==> src/hdl/lhco_pkg.sv <==
package lhco_pkg;

  // Configuration register indexes
  localparam logic [2:0] REG_CURSOR_CONTROL = 3'd0;
  localparam logic [2:0] REG_FULL_SIZE      = 3'd1;
  localparam logic [2:0] REG_POS_X          = 3'd2;
  localparam logic [2:0] REG_POS_Y          = 3'd3;
  localparam logic [2:0] REG_CLIP_XY        = 3'd4;
  localparam logic [2:0] REG_PALETTE_ZERO   = 3'd5;
  localparam logic [2:0] REG_PALETTE_ONE    = 3'd6;
  localparam logic [2:0] REG_IDLE_COLORS    = 3'd7;

  // Input beat kinds
  localparam logic MODE_IMAGE_WRITE = 1'b0;
  localparam logic MODE_PIXEL       = 1'b1;

  // Cursor pixel codes
  localparam logic [1:0] CODE_PAL0   = 2'd0;
  localparam logic [1:0] CODE_PAL1   = 2'd1;
  localparam logic [1:0] CODE_CLEAR  = 2'd2;
  localparam logic [1:0] CODE_INVERT = 2'd3;

  // Color constants
  localparam logic [7:0]  ALPHA_OPAQUE = 8'hFF;
  localparam logic [31:0] IDLE_MASK    = 32'hFF808080;
  localparam logic [23:0] INV_FULL     = 24'hFFFFFF;
  localparam logic [23:0] INV_IDLE     = 24'h808080;

  localparam int IMAGE_BYTES = 1024;
  localparam int IMAGE_AW    = 10;

  typedef struct packed {
    logic [5:0]  cursor_control;
    logic        full_size;
    logic [11:0] pos_x;
    logic [11:0] pos_y;
    logic [11:0] clip_xy;
    logic [23:0] palette_zero;
    logic [23:0] palette_one;
    logic        idle_colors;
  } cfg_t;

  typedef struct packed {
    logic                mode;
    logic [IMAGE_AW-1:0] image_addr;
    logic [7:0]          image_byte;
    logic [8:0]          pixel_x;
    logic [7:0]          pixel_y;
    logic [31:0]         background;
  } item_t;

  typedef struct packed {
    logic        is_pixel;
    logic        hit;
    logic [1:0]  pix_sel;
    logic [31:0] background;
  } locate_t;

endpackage

==> src/hdl/lhco_blend.sv <==
module lhco_blend import lhco_pkg::*; (
  input  logic        clk,
  input  logic        rst_n,
  input  logic        advance,
  input  cfg_t        cfg,
  input  logic        loc_valid,
  input  locate_t     loc,
  input  logic [7:0]  image_byte,
  output logic        res_valid,
  output logic [31:0] res_color,
  output logic        res_covered
);

  logic [1:0]  code;
  logic [31:0] pal0;
  logic [31:0] pal1;
  logic [23:0] inv;
  logic [31:0] color_nxt;
  logic        covered_nxt;
  logic        res_valid_r;
  logic [31:0] res_color_r;
  logic        res_covered_r;

  // Pick the 2-bit code, first pixel in the top bits
  always_comb begin
    unique case (loc.pix_sel)
      2'd0:    code = image_byte[7:6];
      2'd1:    code = image_byte[5:4];
      2'd2:    code = image_byte[3:2];
      default: code = image_byte[1:0];
    endcase
  end

  // Palettes and inversion mask, reduced in idle mode
  always_comb begin
    pal0 = {ALPHA_OPAQUE, cfg.palette_zero};
    pal1 = {ALPHA_OPAQUE, cfg.palette_one};
    inv  = INV_FULL;
    if (cfg.idle_colors) begin
      pal0 = pal0 & IDLE_MASK;
      pal1 = pal1 & IDLE_MASK;
      inv  = INV_IDLE;
    end
  end

  // Composite
  always_comb begin
    color_nxt   = loc.background;
    covered_nxt = 1'b0;
    if (loc.hit) begin
      unique case (code)
        CODE_PAL0: begin
          color_nxt   = pal0;
          covered_nxt = 1'b1;
        end
        CODE_PAL1: begin
          color_nxt   = pal1;
          covered_nxt = 1'b1;
        end
        CODE_INVERT: begin
          color_nxt   = loc.background ^ {8'h00, inv};
          covered_nxt = 1'b1;
        end
        default: begin
          color_nxt   = loc.background;
          covered_nxt = 1'b0;
        end
      endcase
    end
  end

  // Output register; image writes leave a bubble
  always_ff @(posedge clk) begin
    if (!rst_n) begin
      res_valid_r <= 1'b0;
    end else if (advance) begin
      res_valid_r <= loc_valid && loc.is_pixel;
    end
  end

  always_ff @(posedge clk) begin
    if (advance) begin
      res_color_r   <= color_nxt;
      res_covered_r <= covered_nxt;
    end
  end

  assign res_valid   = res_valid_r;
  assign res_color   = res_color_r;
  assign res_covered = res_covered_r;

endmodule

==> config.mk <==
export PLATFORM = sky130hd
export DESIGN_NAME = lhco_blend
export DESIGN_NICKNAME = d
export VERILOG_FILES = /design/src/hdl/lhco_pkg.sv /design/src/hdl/lhco_blend.sv
export SDC_FILE = /design/constraint.sdc
export NUM_CORES = 1
export LEC_CHECK = 0
export ABC_AREA = 1
export ABC_CLOCK_PERIOD_IN_PS = 2300
export BUFFER_PORTS_ARGS = -buffer_cell sky130_fd_sc_hd__buf_2
export CAP_MARGIN = 20
export CORE_UTILIZATION = 35
export DETAILED_ROUTE_END_ITERATION = 16
export GPL_ROUTABILITY_DRIVEN = 0
export HOLD_SLACK_MARGIN = 0.06
export PLACE_DENSITY = 0.68
export SETUP_SLACK_MARGIN = 0.05
export SLEW_MARGIN = 20
export SYNTH_ARGS = -nofsm -noshare
export SYNTH_HDL_FRONTEND = slang
export SYNTH_SLANG_ARGS = --single-unit
==> constraint.sdc <==
create_clock -name clk -period 2.3 [get_ports clk]
set_clock_uncertainty 0.05 [all_clocks]
set_input_delay 0.46 -clock clk [delete_from_list [all_inputs] [get_ports clk]]
set_output_delay 0.46 -clock clk [all_outputs]
set_load 0.01 [all_outputs]
==> results of run 1 <==
-- power groups by stage --
stage,combinational [mW],clock (mW),sequential (mW)
floorplan,0.344,0,0.850
global placement,0.604,0,0.804
detailed placement,0.612,0,0.807
CTS,0.614,0.411,0.794
global route,0.695,0.436,0.800
finish,0.610,0.395,0.792
-- layout by cell type (no fill, tap or decap), drive strengths merged --
master  instances
buf           136
nand3          79
clkinv          2
nand4           1
edfxtp         33
dfxtp           1
xnor2          21
nor2          115
or2             2
nand2          64
inv            56
clkbuf          6
a21oi           1
o21ai           3
-- cell type report --
class,count,share of cell area
Multi-Input combinational cell,286,0.3771
Sequential cell,34,0.2916
Timing Repair Buffer,136,0.2115
Inverter,56,0.06063
Tap cell,99,0.03573
Clock buffer,6,0.02093
Clock inverter,2,0.002526
-- critical path: stages --
cell     delay [ns]
buf_2          0.14
nor2_1         0.17
nand2_1        0.08
nand3_1        0.10
nand2_2        0.10
inv_1          0.55
nand3_1        0.14
nand2_1        0.10
nor2_1         0.04
nor2_1         0.13
-- per-layer routing --
| metal | GRT usage | share of wire |
|---|---|---|
| met3 | 0.03108 | 0.082 |
| met5 | 0 | 0 |
| met1 | 0.2457 | 0.47 |
| met2 | 0.2486 | 0.43 |
| met4 | 0.05195 | 0.016 |
-- path summary, 6_finish.rpt --
kind	cells past startpoint	to	slack (ns)	startpoint
setup / recovery	10	res_color[23]	0.37	loc[33]
hold reg to reg	2	res_valid	0.49	res_valid
setup reg to reg	2	res_valid	1.59	res_valid
hold / removal	3	res_valid	0.38	loc[35]
-- cells by family (layout without fill, tap and decap cells) --
kind of cell,after synthesis,in the layout,synth area share
buffers and inverters,83,200,0.1381
XOR/XNOR,21,21,0.06837
AND/OR/NAND/NOR,261,261,0.4102
AO/OA/AOI/OAI,4,4,0.007438
flip-flops,34,34,0.3758
-- through the flow --
stage          utilization  hold slack, ns  power, mW  cell area (um2)
5_1_grt             0.4729          0.3882      1.931             3467
6_report            0.4729          0.3763      1.798             3467
3_3_place_gp        0.4619          0.4736      1.408             3386
3_5_place_dp        0.4619          0.4907      1.419             3386
4_1_cts             0.4729          0.3668      1.819             3467
2_1_floorplan            -          0.4994      1.194             2690
-- registers in the layout, indices dropped and copies added, names as in the netlist --
signal / cells
res_covered: 1
res_valid: 1
res_color: 32
==> summary.txt, run 1 <==
STA
  • Rel. slew slack: 0.5193
  • Least-Margin Pin Slew: 0.7202 ns
  • Min setup slack post-route: 0.3744 ns
  • Final Hold Vio Count: 0
  • Final setup viols: 0
  • Max-slew violations: 0
  • FMAX: 519.3 MHz
  • Final min period: 1.926 ns
  • Total negative slack: 0 ns
  • Final Cycle Share: 0.8372
  • RSZ-0062 raised after global routing: false

GRT
  • GR Overflow Total: 0
  • Number of global-route vias before repair: 2,234
  • Largest net degree at the start of global routing: 64
  • First-pass GRT wire length: 10,290 um
  • Total track usage: 0.1676
  • Antenna violations before repair: 0

Logic synthesis
  • YS warnings: 0
  • Mapped Cells: 403
  • Syn_nets: 543
  • Number of synthesized flops with an enable pin: 33
  • Post-synth top area share: 0.3684
  • Leading area contributor after synthesis: edfxtp_1
  • Mapped cell area: 2690 um2
  • Primary FF master, synth: edfxtp_1
  • Post-synthesis sequential area ratio: 0.3758
  • Synth area leaders: edfxtp_1, nor2_1, nand3_1, nand2_1, inv_1
  • Top-count cell post-synth: nor2_1
  • Post-synth ARST share: 0
  • Flops & latches, synth: 34
  • Syn_area_per_cell: 6.675 um2
  • Netlist cell types: 17
  • Post-synth top cells: nor2_1, nand3_1, nand2_1

Detailed routing
  • Post-route ant nets: 0
  • Vias per cell: 4.435
  • First-iteration detailed-routing DRC count: 235
  • DRC Markers: 0
  • Routed length per instance: 10.86 um
  • DR pass1 iterations: 4
  • Vias: 2,745
  • Final wirelength: 6722 um

CTS
  • Worst-path clk slew: 0.06 ns
  • Maximum level of the CTS H-tree: 2
  • Cts bufs inserted: 5
  • CTS Root Buffer Type: clkbuf_8
  • CTS Hold Bufs: 0
  • Setup bufs post-CTS: 0
  • Worst-Skew Late Latency: 0.27 ns
  • Resize count post-CTS: 0
  • Clock sink total: 34
  • CTS tree: done
  • Clk buf depth: 2

Place
  • Place WS: 0.09958 ns
  • Buffers added on ports: 130
  • Dpl hpwl: 5068 um
  • Placed cells: 611

Die
  • Core area: 7331 um2
  • Die Footprint: 8041 um2
  • Rows: 31
  • Die Y: 89.67 um
  • Top-Level Pins: 174
  • Die Wd: 89.67 um
  • Initial Util: 0.3670

Pwr
  • Flop pwr share: 0.441
  • Max IR drop VDD: 0.0002094 V
  • Internal Power: 1.232 mW
  • Switching fraction of total power: 0.3147
  • Comb pwr share: 0.339
  • Clk pwr share: 0.220
  • P_sw: 0.5656 mW
  • Pleak: 1.876 nW
  • Power density over the cells: 518.5 nW/um2

Layout
  • Diode count: 0
  • FILL cells: 761
  • Area of the multi-input gates: 1308 um2
  • FF+latch area: 1011 um2
  • Final cell count without fillers: 619
  • Layout cells sized above 1: 0.2788
  • Area Overhead vs Synth: 28.88%
  • Post-layout net count: 659

Setup path
  • Startpoint Class: primary input
  • Worst setup path category: primary input to flip-flop
  • Critical Path RT: 2.37 ns
  • CP arrival: 2.00 ns
  • CP endpoint kind: flip-flop
  • CP max FO: 24

Hold path
  • Min-delay worst type: primary input to flip-flop

Status
  • Status: finished clean

Flow run
  • Max-cap violation count: 0
Note: power is estimated with default switching activity, not from simulation.
==> inputs of run 2 (changes only) <==
- ABC_AREA: 1 -> 0
- ABC_CLOCK_PERIOD_IN_PS: 2300 -> 1700
- CORE_UTILIZATION: 35 -> 34
- PLACE_DENSITY: 0.68 -> 0.77
- clock period: 2.3 -> 1.7 ns (I/O delays scaled with it)
==> run 2 against run 1 <==
The run now ends with setup timing left. Via count is 37% lower. Synthesized cell count decreased by 65%. Critical endpoint is now res_color[0]. Utilization grew 6.8 points. Worst hold slack worse by 0.12 ns. Non-clock buffer count is 9 higher. Flip-flop and latch count did not move. Critical path type unchanged. Final area shrank 14%.
==> summary.txt, run 2 <==
Layout
  • Post-layout net count: 422 (was 659)
  • Most common cell after layout, fill and taps aside: buf_2 (unchanged)
  • Diode count: 0 (unchanged)
  • Area Overhead vs Synth: 52.30% (was 28.88%)
  • Most frequent cells in the layout: buf_2, edfxtp_1, a21o_1 (was buf_2, nor2_1, nand3_1)
  • Design Area, Final: 2977 um2 (was 3467 um2)
  • Max reg flops: 32 (unchanged)
  • Layout cells sized above 1: 0.5901 (was 0.2788)

Hold path
  • Hold wc startpoint: rst_n (was loc[35])
  • Min-delay worst type: primary input to flip-flop (unchanged)

Die
  • Initial Util: 0.3549 (was 0.3670)
  • Die Footprint: 6055 um2 (was 8041 um2)
  • Rows: 27 (was 31)
  • Core area: 5507 um2 (was 7331 um2)
  • Die Wd: 77.82 um (was 89.67 um)
  • Die Y: 77.82 um (was 89.67 um)
  • Top-Level Pins: 174 (unchanged)

Setup path
  • FF-to-FF setup slack: 1.07 ns (was 1.59 ns)
  • CP arrival: 1.70 ns (was 2.00 ns)
  • CP endpoint kind: flip-flop (unchanged)
  • Crit-path cells: buf_8 -> mux4_2 -> buf_6 -> buf_8 -> mux2i_2 -> o32ai_2 -> a21o_1 (was buf_2 -> nor2_1 -> nand2_1 -> nand3_1 -> nand2_2 -> inv_1 -> nand3_1 -> nand2_1 -> nor2_1 -> nor2_1)
  • Critical Path RT: 1.69 ns (was 2.37 ns)
  • Worst setup path category: primary input to flip-flop (unchanged)
  • Startpoint Class: primary input (unchanged)
  • Critical Path Slowest Stage Cell: mux4_2 (was inv_1)
  • Worst R2R Start: res_valid (unchanged)
  • CP max FO: 5 (was 24)
  • Largest stage delay on the critical path: 0.54 ns (was 0.55 ns)
  • Setup crit start: loc[32] (was loc[33])
  • Crit-path most repeated cell: buf_8 (was nor2_1)

CTS
  • Maximum level of the CTS H-tree: 2 (unchanged)
  • CTS Root Buffer Type: clkbuf_8 (unchanged)
  • Cts bufs inserted: 5 (unchanged)
  • CTS Hold Bufs: 0 (unchanged)
  • Worst-Skew Late Latency: 0.28 ns (was 0.27 ns)
  • Clk buf depth: 2 (unchanged)
  • Worst-path clk slew: 0.08 ns (was 0.06 ns)
  • Clock sink total: 34 (unchanged)
  • CTS tree: done (unchanged)

GRT
  • Total track usage: 0.1708 (was 0.1676)
  • Largest net degree at the start of global routing: 36 (was 64)
  • GR Overflow Total: 0 (unchanged)
  • Antenna violations before repair: 0 (unchanged)
  • Number of global-route vias before repair: 1,645 (was 2,234)
  • First-pass GRT wire length: 7955 um (was 10,290 um)

Pwr
  • Clk pwr share: 0.346 (was 0.220)
  • P_sw: 0.6481 mW (was 0.5656 mW)
  • Flop pwr share: 0.399 (was 0.441)
  • Power density over the cells: 877.5 nW/um2 (was 518.5 nW/um2)
  • Pleak: 1.451 nW (was 1.876 nW)
  • Internal Power: 1.964 mW (was 1.232 mW)
  • Comb pwr share: 0.255 (was 0.339)
  • Switching fraction of total power: 0.2481 (was 0.3147)
  • Max IR drop VDD: 0.0004156 V (was 0.0002094 V)

Logic synthesis
  • Mapped cell area: 1954 um2 (was 2690 um2)
  • Flops & latches, synth: 34 (unchanged)
  • Post-synthesis sequential area ratio: 0.5173 (was 0.3758)
  • Post-synth ARST share: 0 (unchanged)
  • Mapped Cells: 141 (was 403)
  • Top-count cell post-synth: edfxtp_1 (was nor2_1)
  • Leading area contributor after synthesis: edfxtp_1 (unchanged)
  • YS warnings: 0 (unchanged)
  • Netlist cell types: 19 (was 17)
  • Primary FF master, synth: edfxtp_1 (unchanged)
  • Number of synthesized flops with an enable pin: 33 (unchanged)
  • Synth area leaders: edfxtp_1, mux2i_1, o32ai_1, a21o_1, nand2b_1 (was edfxtp_1, nor2_1, nand3_1, nand2_1, inv_1)
  • Syn_nets: 281 (was 543)
  • Syn_area_per_cell: 13.86 um2 (was 6.675 um2)
  • Post-synth top cells: edfxtp_1, a21o_1, mux2i_1, o32ai_1, nand2b_1 (was nor2_1, nand3_1, nand2_1)
  • Post-synth top area share: 0.5070 (was 0.3684)

Detailed routing
  • Post-route ant nets: 0 (unchanged)
  • Vias per cell: 4.904 (was 4.435)
  • First-iteration detailed-routing DRC count: 35 (was 235)
  • DRC Markers: 0 (unchanged)
  • DR pass1 iterations: 4 (unchanged)
  • Final wirelength: 5191 um (was 6722 um)
  • Vias: 1,741 (was 2,745)
  • Routed length per instance: 14.62 um (was 10.86 um)

STA
  • Final setup viols: 2 (was 0)
  • Rel. slew slack: 0.8160 (was 0.5193)
  • Min setup slack post-route: -0.01094 ns (was 0.3744 ns)
  • Total negative slack: -0.01523 ns (was 0 ns)
  • RSZ-0062 raised after global routing: true (was false)
  • Final Hold Vio Count: 0 (unchanged)
  • Final Cycle Share: 1.006
  • Least-Margin Pin Slew: 0.2751 ns (was 0.7202 ns)
  • FMAX: 584.5 MHz
  • Max-slew violations: 0 (unchanged)
  • Final min period: 1.711 ns

Flow run
  • Max-cap violation count: 0 (unchanged)

Status
  • Violated checks: setup timing
  • Status: finished with violations (was finished clean)

Place
  • DP Area: 2640 um2 (was 3386 um2)
  • Buffers added on ports: 130 (unchanged)
  • Dpl hpwl: 3486 um (was 5068 um)
## run 2: cell types whose count changed in the layout (fill, tap and decap cells not counted), moves of 23 or more
cell	change
nor2_1	-115
a21o_1	+24
o32ai_1	+23
inv_1	-54
nand2_1	-61
nand3_1	-78
## run 2: final cells by class
| class | instances | area [um2] |
|---|---|---|
| fill | 512 | 2530 |
| sequential | 34 | 1011 |
| multi-input combinational | 93 | 863.3 |
| timing repair buffer | 145 | 863.3 |
| tap | 72 | 90.09 |
| clock buffer | 5 | 68.82 |
| clock inverter | 3 | 68.82 |
| inverter | 3 | 11.26 |
## run 2: power groups by stage
| stage | Clock, mW | Sequential (mW) | Combinational (mW) |
|---|---|---|---|
| final | 0.904 | 1.04 | 0.666 |
| after global routing | 0.961 | 1.05 | 0.722 |
| after CTS | 0.926 | 1.04 | 0.647 |
| after detailed placement | 0 | 1.06 | 0.565 |
| after global placement | 0 | 1.06 | 0.550 |
| after floorplan | 0 | 1.11 | 0.280 |
## run 2: cells by family after synthesis
family,Yosys count,synth area share
AO/OA/AOI/OAI,51,0.2145
flip-flops,34,0.5173
multiplexers,26,0.1460
AND/OR/NAND/NOR,15,0.05506
buffers and inverters,15,0.06722
## run 2: repair_timing
item | 4_1_cts | 5_1_grt
gates resized for setup | 14 | 6
pin swaps | 2 | 0
endpoints found under the setup margin | 24 | 24
setup buffers | 6 | 0
gates cloned | 2 | 1
## run 2: critical path: cells and delay by family
kind	cells	cell delay (ns)
muxes	2	0.73
buffers and inverters	3	0.38
AOI/OAI and AO/OA	2	0.25
## run 2: final timing paths
| kind | cells past startpoint | to |
|---|---|---|
| hold / removal | 2 | res_valid |
| hold reg to reg | 2 | res_valid |
| setup reg to reg | 2 | res_valid |
| setup / recovery | 7 | res_color[0] |
## run 2: stage by stage
step | cells | hold slack (ns) | utilization | power (mW) | setup WS, ns
6_report | 355 | 0.2530 | 0.5406 | 2.612 | -0.01094
5_1_grt | 355 | 0.2431 | 0.5406 | 2.734 | -0.04807
4_1_cts | 354 | 0.2428 | 0.5312 | 2.617 | 0.005623
3_5_place_dp | 338 | 0.4274 | 0.4794 | 1.627 | -0.3840
3_3_place_gp | 338 | 0.4134 | 0.4794 | 1.610 | -0.3236
2_1_floorplan | 141 | 0.4025 | - | 1.395 | -0.08119
## run 2: layer usage
layer  GRT usage  wire length, um
met5           0                0
met4     0.03962               25
met3     0.04471              377
met2      0.3088             2650
met1      0.2003             2138
