==> config.mk <==
export PLATFORM = sky130hd
export DESIGN_NAME = lhco_locate
export DESIGN_NICKNAME = d
export VERILOG_FILES = /design/src/hdl/lhco_pkg.sv /design/src/hdl/lhco_locate.sv
export SDC_FILE = /design/constraint.sdc
export NUM_CORES = 1
export LEC_CHECK = 0
export BUFFER_PORTS_ARGS = -buffer_cell sky130_fd_sc_hd__buf_2
export CAP_MARGIN = 20
export CORE_AREA = 2 2 93 86
export CTS_BUF_LIST = sky130_fd_sc_hd__clkbuf_8
export CTS_CLUSTER_SIZE = 40
export DETAILED_ROUTE_END_ITERATION = 10
export DIE_AREA = 0 0 95 88
export GPL_ROUTABILITY_DRIVEN = 0
export PLACE_DENSITY = 0.72
export SYNTH_ARGS = -nofsm -noshare
export SYNTH_HDL_FRONTEND = slang
export SYNTH_SLANG_ARGS = --single-unit
export TNS_END_PERCENT = 5
==> constraint.sdc <==
create_clock -name clk -period 3.8 [get_ports clk]
set_input_delay 0.38 -clock clk [delete_from_list [all_inputs] [get_ports clk]]
set_output_delay 0.38 -clock clk [all_outputs]
set_load 0.005 [all_outputs]
==> src/hdl/lhco_pkg.sv <==
package lhco_pkg;

  // Configuration register indexes
  localparam logic [2:0] REG_CURSOR_CONTROL = 3'd0;
  localparam logic [2:0] REG_FULL_SIZE      = 3'd1;
  localparam logic [2:0] REG_POS_X          = 3'd2;
  localparam logic [2:0] REG_POS_Y          = 3'd3;
  localparam logic [2:0] REG_CLIP_XY        = 3'd4;
  localparam logic [2:0] REG_PALETTE_ZERO   = 3'd5;
  localparam logic [2:0] REG_PALETTE_ONE    = 3'd6;
  localparam logic [2:0] REG_IDLE_COLORS    = 3'd7;

  // Input beat kinds
  localparam logic MODE_IMAGE_WRITE = 1'b0;
  localparam logic MODE_PIXEL       = 1'b1;

  // Cursor pixel codes
  localparam logic [1:0] CODE_PAL0   = 2'd0;
  localparam logic [1:0] CODE_PAL1   = 2'd1;
  localparam logic [1:0] CODE_CLEAR  = 2'd2;
  localparam logic [1:0] CODE_INVERT = 2'd3;

  // Color constants
  localparam logic [7:0]  ALPHA_OPAQUE = 8'hFF;
  localparam logic [31:0] IDLE_MASK    = 32'hFF808080;
  localparam logic [23:0] INV_FULL     = 24'hFFFFFF;
  localparam logic [23:0] INV_IDLE     = 24'h808080;

  localparam int IMAGE_BYTES = 1024;
  localparam int IMAGE_AW    = 10;

  typedef struct packed {
    logic [5:0]  cursor_control;
    logic        full_size;
    logic [11:0] pos_x;
    logic [11:0] pos_y;
    logic [11:0] clip_xy;
    logic [23:0] palette_zero;
    logic [23:0] palette_one;
    logic        idle_colors;
  } cfg_t;

  typedef struct packed {
    logic                mode;
    logic [IMAGE_AW-1:0] image_addr;
    logic [7:0]          image_byte;
    logic [8:0]          pixel_x;
    logic [7:0]          pixel_y;
    logic [31:0]         background;
  } item_t;

  typedef struct packed {
    logic        is_pixel;
    logic        hit;
    logic [1:0]  pix_sel;
    logic [31:0] background;
  } locate_t;

endpackage

==> src/hdl/lhco_locate.sv <==
module lhco_locate import lhco_pkg::*; #(
  parameter int SCREEN_WIDTH  = 320,
  parameter int SCREEN_HEIGHT = 240
) (
  input  logic                clk,
  input  logic                rst_n,
  input  logic                advance,
  input  cfg_t                cfg,
  input  logic                item_valid,
  input  item_t               item,
  output logic [IMAGE_AW-1:0] rd_addr,
  output logic                loc_valid,
  output locate_t             loc
);

  localparam logic [12:0] SW = 13'(SCREEN_WIDTH);
  localparam logic [12:0] SH = 13'(SCREEN_HEIGHT);

  logic [6:0]  dim;
  logic [5:0]  clip_x;
  logic [5:0]  clip_y;
  logic [11:0] cx;
  logic [11:0] cy;
  logic        cursor_ok;
  logic        pixel_ok;
  logic        in_box;
  locate_t     loc_nxt;
  logic        loc_valid_r;
  locate_t     loc_r;

  // Cursor-relative coordinate and visibility
  always_comb begin
    dim    = cfg.full_size ? 7'd64 : 7'd32;
    clip_x = cfg.clip_xy[5:0];
    clip_y = cfg.clip_xy[11:6];
    cx     = {3'b0, item.pixel_x} - cfg.pos_x;
    cy     = {4'b0, item.pixel_y} - cfg.pos_y;
    cursor_ok = cfg.cursor_control[0]
             && ({1'b0, clip_x} < dim) && ({1'b0, clip_y} < dim)
             && ({1'b0, cfg.pos_x} < SW) && ({1'b0, cfg.pos_y} < SH);
    pixel_ok  = ({4'b0, item.pixel_x} < SW) && ({5'b0, item.pixel_y} < SH)
             && ({3'b0, item.pixel_x} >= cfg.pos_x)
             && ({4'b0, item.pixel_y} >= cfg.pos_y);
    in_box    = (cx >= {6'b0, clip_x}) && (cy >= {6'b0, clip_y})
             && (cx < {5'b0, dim}) && (cy < {5'b0, dim});
  end

  // Image byte address: 64x64 uses all bytes, 32x32 picks a 256-byte image
  always_comb begin
    if (cfg.full_size) begin
      rd_addr = {cy[5:0], cx[5:2]};
    end else begin
      rd_addr = {cfg.cursor_control[5:4], cy[4:0], cx[4:2]};
    end
    loc_nxt.is_pixel   = (item.mode == MODE_PIXEL);
    loc_nxt.hit        = cursor_ok && pixel_ok && in_box;
    loc_nxt.pix_sel    = cx[1:0];
    loc_nxt.background = item.background;
  end

  always_ff @(posedge clk) begin
    if (!rst_n) begin
      loc_valid_r <= 1'b0;
    end else if (advance) begin
      loc_valid_r <= item_valid;
    end
  end

  always_ff @(posedge clk) begin
    if (advance) begin
      loc_r <= loc_nxt;
    end
  end

  assign loc_valid = loc_valid_r;
  assign loc       = loc_r;

endmodule

==> results of run 1 <==
-- metrics by stage --
stage / area (um^2) / util
after CTS: 3390 / 0.458
after detailed placement: 3300 / 0.446
after global placement: 3300 / 0.446
after floorplan: 2510 / -
final: 3390 / 0.459
after global routing: 3390 / 0.458
-- layout by cell type, fill, tap and decap left out, types with 4 or more instances in the layout --
| cell | synthesis | routed |
|---|---|---|
| a211oi_1 | 4 | 4 |
| a21o_1 | 4 | 4 |
| a21oi_1 | 9 | 9 |
| buf_2 | 2 | 140 |
| clkbuf_8 | 0 | 6 |
| edfxtp_1 | 36 | 36 |
| ha_1 | 31 | 31 |
| inv_1 | 38 | 39 |
| nand2_1 | 7 | 7 |
| nand2b_1 | 4 | 4 |
| nand4_1 | 5 | 5 |
| nor2_1 | 18 | 18 |
| nor3_1 | 5 | 5 |
| o21ai_0 | 12 | 12 |
| o21ai_1 | 5 | 5 |
| xnor2_1 | 6 | 6 |
-- area by class of cell --
cell class,count,area (um^2),area share
multi-input combinational,155,1230,0.363
sequential,37,1100,0.325
timing repair buffer,140,701,0.207
inverter,38,143,0.0421
tap,96,120,0.0354
clock buffer,6,82.6,0.0243
clock inverter,2,11.3,0.00332
antenna,1,2.50,0.000738
-- synthesized netlist by cell type, types with 2 or more instances --
cell type  instances
inv_1             38
edfxtp_1          36
ha_1              31
nor2_1            18
o21ai_0           12
a21oi_1            9
nand2_1            7
xnor2_1            6
nand4_1            5
nor3_1             5
o21ai_1            5
a211oi_1           4
a21o_1             4
nand2b_1           4
buf_4              3
mux2_2             3
mux2i_1            3
nor2b_1            3
o21a_1             3
o31ai_1            3
a221oi_1           2
buf_2              2
fa_1               2
nor4_1             2
nor4b_1            2
o21a_2             2
xor2_1             2
-- path summary, 6_finish.rpt --
path / slack (ns) / end / cells past startpoint / from
worst max-delay path: 0.54 / loc[34] / 13 / cfg[73]
worst min-delay path: 0.27 / loc[10] / 1 / item[10]
worst max register to register: 3.21 / loc_valid / 2 / loc_valid
worst min register to register: 0.53 / loc_valid / 2 / loc_valid
-- power by group --
part	leakage, nW	total, mW	internal, mW	switching [mW]
logic	1.29	0.345	0.169	0.176
registers	0.360	0.492	0.484	0.00763
clock network	0.0486	0.274	0.145	0.130
total	1.70	1.11	0.797	0.313
-- critical path, cell delays in order --
cell and delay [ns]:
buf_2 0.10, ha_1 0.25, fa_1 0.42, nand2b_1 0.20, a211oi_1 0.33, o21a_2 0.18
nor2_1 0.04, ha_1 0.18, nor4b_1 0.38, nand4_1 0.15, a211o_1 0.26, a2111oi_2 0.30
and4b_1 0.23
-- cells by family (layout without fill, tap and decap cells) --
group,count (synthesis),after routing,synth area share
compound gates,56,56,0.158
flops,37,37,0.439
fa+ha+maj,33,33,0.171
buf+inv,43,186,0.0699
xor+xnor,8,8,0.0279
other cells,0,1,0
mux,6,6,0.0254
simple gates,52,52,0.109
-- flip-flops by register name, indices dropped and copies added (netlist names) --
name / count
loc: 36
loc_valid: 1
-- metal layers --
layer,vias up,GRT usage,wire (um)
li1,1140,-,-
met1,1035,0.178,2610
met2,94,0.249,3070
met3,6,0.0361,472
met4,0,0.0408,49
met5,-,0,0
==> out/metrics.yaml, run 1 <==
hp-class: "input port to flop"
core-area_um2: 7390
cts_buffers: 5
antenna_found_initial: 1
timing.final.ws_setup_ns: 0.543
syn_avg_cell_area_um2: 10.7
path_max_fanout: 3
antenna_left: 0
setup_viol: 0
ios: 211
p_per_area_nw_per_um2: 327
dr.pass1.iters: 4
hold_violations: 0
wl_per_cell_um: 13.1
via_count: 2275
num_rows: 30
grt.overflow.total: 0
clockRootBuffer: "clkbuf_8"
vias_per_cell: 4.79
drc: 0
grt_pass1_vias: 2209
crit_path_start_kind: "input port"
slew_violations: 0
dr.first_iter.drc_count: 65
period_share: 0.857
drv_cap: 0
postCtsSetupBuffers: 0
tns_ns: 0
p_leak_nw: 1.70
status: "completed"
instances_no_fill: 475
crit_type: "input port to flop"
synth_seq_cells: 37
cts_resized: 0
min_period_ns: 3.26
dieWidth_um: 95
clk_latency_ns: 0.28
cp_data_arrival_time_ns: 3.41
worstSetupEndpointType: "flop"
syn_inst: 235
synth-edff-count: 36
clock-sinks: 37
syn_to_final_growth_pct: 35.3
crit_required_ns: 3.95
cts_tree: "yes"
grt_max_degree: 38
grt_first_pass_wirelength_mm: 9.59
rsz0062_at_grt: "false"
yosysTopAreaCellShare: 0.431
routed_wirelength_mm: 6.20
numPortBuffers: 140
cts_hold_buf: 0
ys.flop_type: "edfxtp_1"
power.total_mw: 1.11
nFillCells: 715
synth.yosys.warnings: 0
clockBufferDepth: 2
fmax_mhz: 307
syn_nets: 432
drive_above_1_share: 0.418
die_h_um: 88
slew_headroom: 0.455
start_util: 0.339
yosysSeqAreaShare: 0.439
peakVddDrop_v: 0.000129
grt.total_usage: 0.144
fin_skew_ns: 0
synth.distinct_cells: 46
synthArstFlopShare: 0
htree_levels: 2
pre_cts_ws_ns: 0.228
yosysTopAreaCell: "edfxtp_1"
tightest_slew_ns: 0.817
layout.nets: 574
die_area_um2: 8360
dp_hpwl_mm: 5.24
clkTransAtPathRegs_ns: 0.07
dp.cells: 466
syn_area_um2: 2510
yosys-top-cells-area: "edfxtp_1, ha_1, inv_1"
fin_hold_ws_ns: 0.270
Power figures use the tool's default switching activity.
==> inputs of run 2 (changes only) <==
Settings changed: CELL_PAD_IN_SITES_DETAIL_PLACEMENT set to 1, CELL_PAD_IN_SITES_GLOBAL_PLACEMENT set to 2, CORE_AREA 2 2 93 86 to 2 2 119 109, DIE_AREA 0 0 95 88 to 0 0 121 111, PLACE_DENSITY 0.72 to not set, PLACE_DENSITY_LB_ADDON set to 0.1, RECOVER_POWER set to 25, REMOVE_ABC_BUFFERS set to 1.
==> out/metrics.yaml, run 2 (synthesis gave the netlist of run 1 again) <==
hold_violations: 0
syn_to_final_growth_pct: 40.9
route.met2.wl_mm: 3.32
clock-sinks: 37
die_h_um: 111
seqPwrFrac: 0.390
cts_resized: 0
p_leak_nw: 1.73
crit_path_start_kind: "input port"
layout_common_cells: "buf_2, inv_1, edfxtp_1"
pre_cts_ws_ns: 0.249
drc: 0
dr.pass1.iters: 4
layout.cells.most_common: "buf_2"
status: "completed"
crit_required_ns: 3.94
place_area_um2: 3400
cts_hold_buf: 0
grt.total_usage: 0.109
drv_cap: 0
path_max_fanout: 3
antenna_left: 0
final_util: 0.286
peakVddDrop_v: 0.000139
multiInputGateArea_um2: 1230
clockBufferDepth: 2
worstSetupEndpointType: "flop"
swShare: 0.269
numPortBuffers: 140
crit_type: "input port to flop"
p_switching_mw: 0.338
wl_per_cell_um: 13.6
core-area_um2: 12300
hp-class: "input port to flop"
fin_skew_ns: 0
ios: 211
wl_met3_um: 566
layout.nets: 576
rsz0062_at_grt: "false"
dr.first_iter.drc_count: 137
drive_above_1_share: 0.424
start_util: 0.203
fmax_mhz: 310
routed.top_layer: "met4"
via_count: 2240
min_period_ns: 3.22
seqCellArea_um2: 1100
clk_latency_ns: 0.29
tns_ns: 0
tightest_slew_ns: 0.829
dieWidth_um: 121
htree_levels: 2
die_area_um2: 13400
antenna-diode-count: 0
grt.overflow.total: 0
postCtsSetupBuffers: 0
vias_per_cell: 4.12
routed_wirelength_mm: 7.39
slew_headroom: 0.447
dp_hpwl_mm: 6.33
grt_max_degree: 38
final_cell_area_um2: 3530
p_per_area_nw_per_um2: 356
antenna_found_initial: 0
period_share: 0.848
nFillCells: 1483
largest_reg_flops: 36
power.internal_mw: 0.920
grt_first_pass_wirelength_mm: 11.8
share_comb_of_total_power: 0.283
setup_viol: 0
cts_tree: "yes"
grt_pass1_vias: 2360
timing.final.ws_setup_ns: 0.578
cts_buffers: 5
num_rows: 39
wl_met1_mm: 3.44
clkTransAtPathRegs_ns: 0.08
clockRootBuffer: "clkbuf_8"
power_frac_clock: 0.327
cp_data_arrival_time_ns: 3.37
slew_violations: 0
[run 2: cell types whose count changed in the layout (fill, tap and decap cells not counted), sizes merged]
cell / previous run / this run
buf: 140 / 142
bufinv: 0 / 2
clkbuf: 6 / 5
clkinvlp: 1 / 0
diode: 1 / 0
[run 2: through the flow]
stage                     std cells  hold WS [ns]  total power, mW
final                           544         0.259             1.26
after global routing            544         0.242             1.34
after CTS                       544         0.250             1.29
after detailed placement        536         0.509            0.867
after global placement          536         0.495            0.863
after floorplan                 230         0.479            0.696
[run 2: layout make-up]
cell class,instances,share of cell area
timing repair buffer,142,0.203
multi-input combinational,155,0.348
clock buffer,5,0.0195
tap,164,0.0581
clock inverter,3,0.0195
inverter,38,0.0404
sequential,37,0.312
[run 2: worst max-delay path, cell delays in order]
cell,delay [ns]
buf_2,0.10
ha_1,0.25
fa_1,0.42
nand2b_1,0.21
a211oi_1,0.32
o21a_2,0.18
nor2_1,0.05
ha_1,0.19
nor4b_1,0.34
nand4_1,0.14
a211o_1,0.25
a2111oi_2,0.28
and4b_1,0.25
[run 2: worst paths after layout]
check             slack [ns]  depth (start not counted)        end       from
hold reg to reg         0.52                          2  loc_valid  loc_valid
setup / recovery        0.58                         13    loc[34]    cfg[73]
setup reg to reg        3.21                          2  loc_valid  loc_valid
hold / removal          0.26                          1    loc[19]   item[19]
[run 2: power by group through the flow]
stage	clock, mW	sequential, mW	combinational [mW]
floorplan	0	0.506	0.190
global placement	0	0.499	0.364
detailed placement	0	0.500	0.367
CTS	0.427	0.491	0.370
global route	0.442	0.494	0.409
finish	0.411	0.490	0.357
[run 2: layer usage]
metal | track usage | up-vias
li1 | - | 1138
met1 | 0.145 | 1003
met2 | 0.180 | 94
met3 | 0.0195 | 5
met4 | 0.0302 | 0
met5 | 0 | -
==> inputs of run 3 (changes only) <==
Settings changed: CORE_AREA 2 2 119 109 to 2 2 125 114, DIE_AREA 0 0 121 111 to 0 0 127 116.
Clock period 3.8 ns to 2.83 ns, I/O delays scaled along.
==> out/metrics.yaml, run 3 (synthesis gave the netlist of run 1 again) <==
power.total_mw: 1.67
tightest_slew_ns: 0.843
dieWidth_um: 127
clk_latency_ns: 0.28
htree_levels: 2
fin_hold_ws_ns: 0.169
worstSetupEndpointType: "flop"
die_area_um2: 14700
drv_cap: 0
core-area_um2: 13300
drive_above_1_share: 0.493
peakVddDrop_v: 0.000173
clockBufferDepth: 2
cts_buffers: 5
dp_hpwl_mm: 6.82
ios: 211
fin_skew_ns: 0
cts_tree: "yes"
clockRootBuffer: "clkbuf_8"
syn_to_final_growth_pct: 52.1
start_util: 0.188
grt_pass1_vias: 2375
cp_data_arrival_time_ns: 2.85
cts_hold_buf: 0
slew_violations: 0
instances_no_fill: 574
slew_headroom: 0.438
vias_per_cell: 4.13
setup_viol: 0
nFillCells: 1578
crit_path_start_kind: "input port"
grt.overflow.total: 0
num_rows: 40
path_max_fanout: 2
p_leak_nw: 1.85
final_util: 0.286
layout_common_cells: "buf_2, inv_1, edfxtp_1"
crit_required_ns: 2.98
wl_per_cell_um: 13.7
hold_violations: 0
min_period_ns: 2.70
dp.cells: 564
tns_ns: 0
numPortBuffers: 140
routed_wirelength_mm: 7.87
antenna_left: 0
dr.pass1.iters: 4
period_share: 0.952
grt_max_degree: 38
grt.total_usage: 0.102
via_count: 2370
largest_reg_flops: 36
status: "completed"
die_h_um: 116
layout.nets: 602
crit_type: "input port to flop"
antenna-diode-count: 0
fmax_mhz: 371
antenna_found_initial: 0
dr.first_iter.drc_count: 94
drc: 0
grt_first_pass_wirelength_mm: 11.9
clkTransAtPathRegs_ns: 0.07
clock-sinks: 37
hp-class: "input port to flop"
p_per_area_nw_per_um2: 438
layout.cells.most_common: "buf_2"
[run 3: cell types whose count changed in the layout (fill, tap and decap cells not counted), sizes merged]
cell,previous run,this run
buf,142,168
bufinv,2,1
clkinv,0,1
clkinvlp,0,1
inv,39,38
[run 3: cell type report]
type                    count  area, um^2  share of cell area
multi-input cells         155        1320               0.347
flip-flops and latches     37        1100               0.289
inverters                  38         145              0.0381
well taps                 168         210              0.0551
clock inverters             3        41.3              0.0108
clock buffers               5        68.8              0.0180
repair buffers            168         923               0.242
[run 3: worst max-delay path: stages]
cell and delay [ns]:
buf_6 0.08, inv_4 0.03, ha_4 0.15, fa_2 0.38
nand2b_4 0.16, a211oi_2 0.21, o21a_2 0.18, nor2_2 0.04
ha_2 0.19, nor4b_4 0.27, nand4_1 0.11, a211o_1 0.32
a2111oi_4 0.21, and4b_1 0.24
[run 3: worst paths after layout]
| check | depth (start not counted) | start | endpoint | slack (ns) |
|---|---|---|---|---|
| worst max register to register | 2 | loc_valid | loc_valid | 2.24 |
| worst max-delay path | 14 | item[40] | loc[34] | 0.13 |
| worst min-delay path | 1 | item[12] | loc[12] | 0.17 |
| worst min register to register | 2 | loc_valid | loc_valid | 0.52 |
[run 3: what timing repair did]
item,in CTS,in global routing
buffers inserted,1,1
setup endpoints to repair,1,1
pin swaps,5,10
gates resized for setup,5,17
[run 3: per-stage QoR]
step / cell area (um^2) / setup slack (ns)
after floorplan: 2470 / -0.0818
after global placement: 3580 / -0.383
after detailed placement: 3580 / -0.531
after CTS: 3720 / 0.0137
after global routing: 3810 / -0.0306
final: 3810 / 0.135
[run 3: routing by layer]
| metal | up-vias | wire (um) | global-route usage | share of wire |
|---|---|---|---|---|
| li1 | 1190 | - | - | - |
| met1 | 1082 | 3740 | 0.136 | 0.47 |
| met2 | 93 | 3520 | 0.167 | 0.45 |
| met3 | 5 | 541 | 0.0226 | 0.069 |
| met4 | 0 | 76 | 0.0264 | 0.0097 |
| met5 | - | 0 | 0 | 0 |
[run 3: power by group]
part | leakage [nW] | internal, mW | switching (mW)
Sequential | 0.360 | 0.650 | 0.00975
Combinational | 1.44 | 0.292 | 0.274
Clock | 0.0518 | 0.259 | 0.185
Total | 1.85 | 1.20 | 0.469
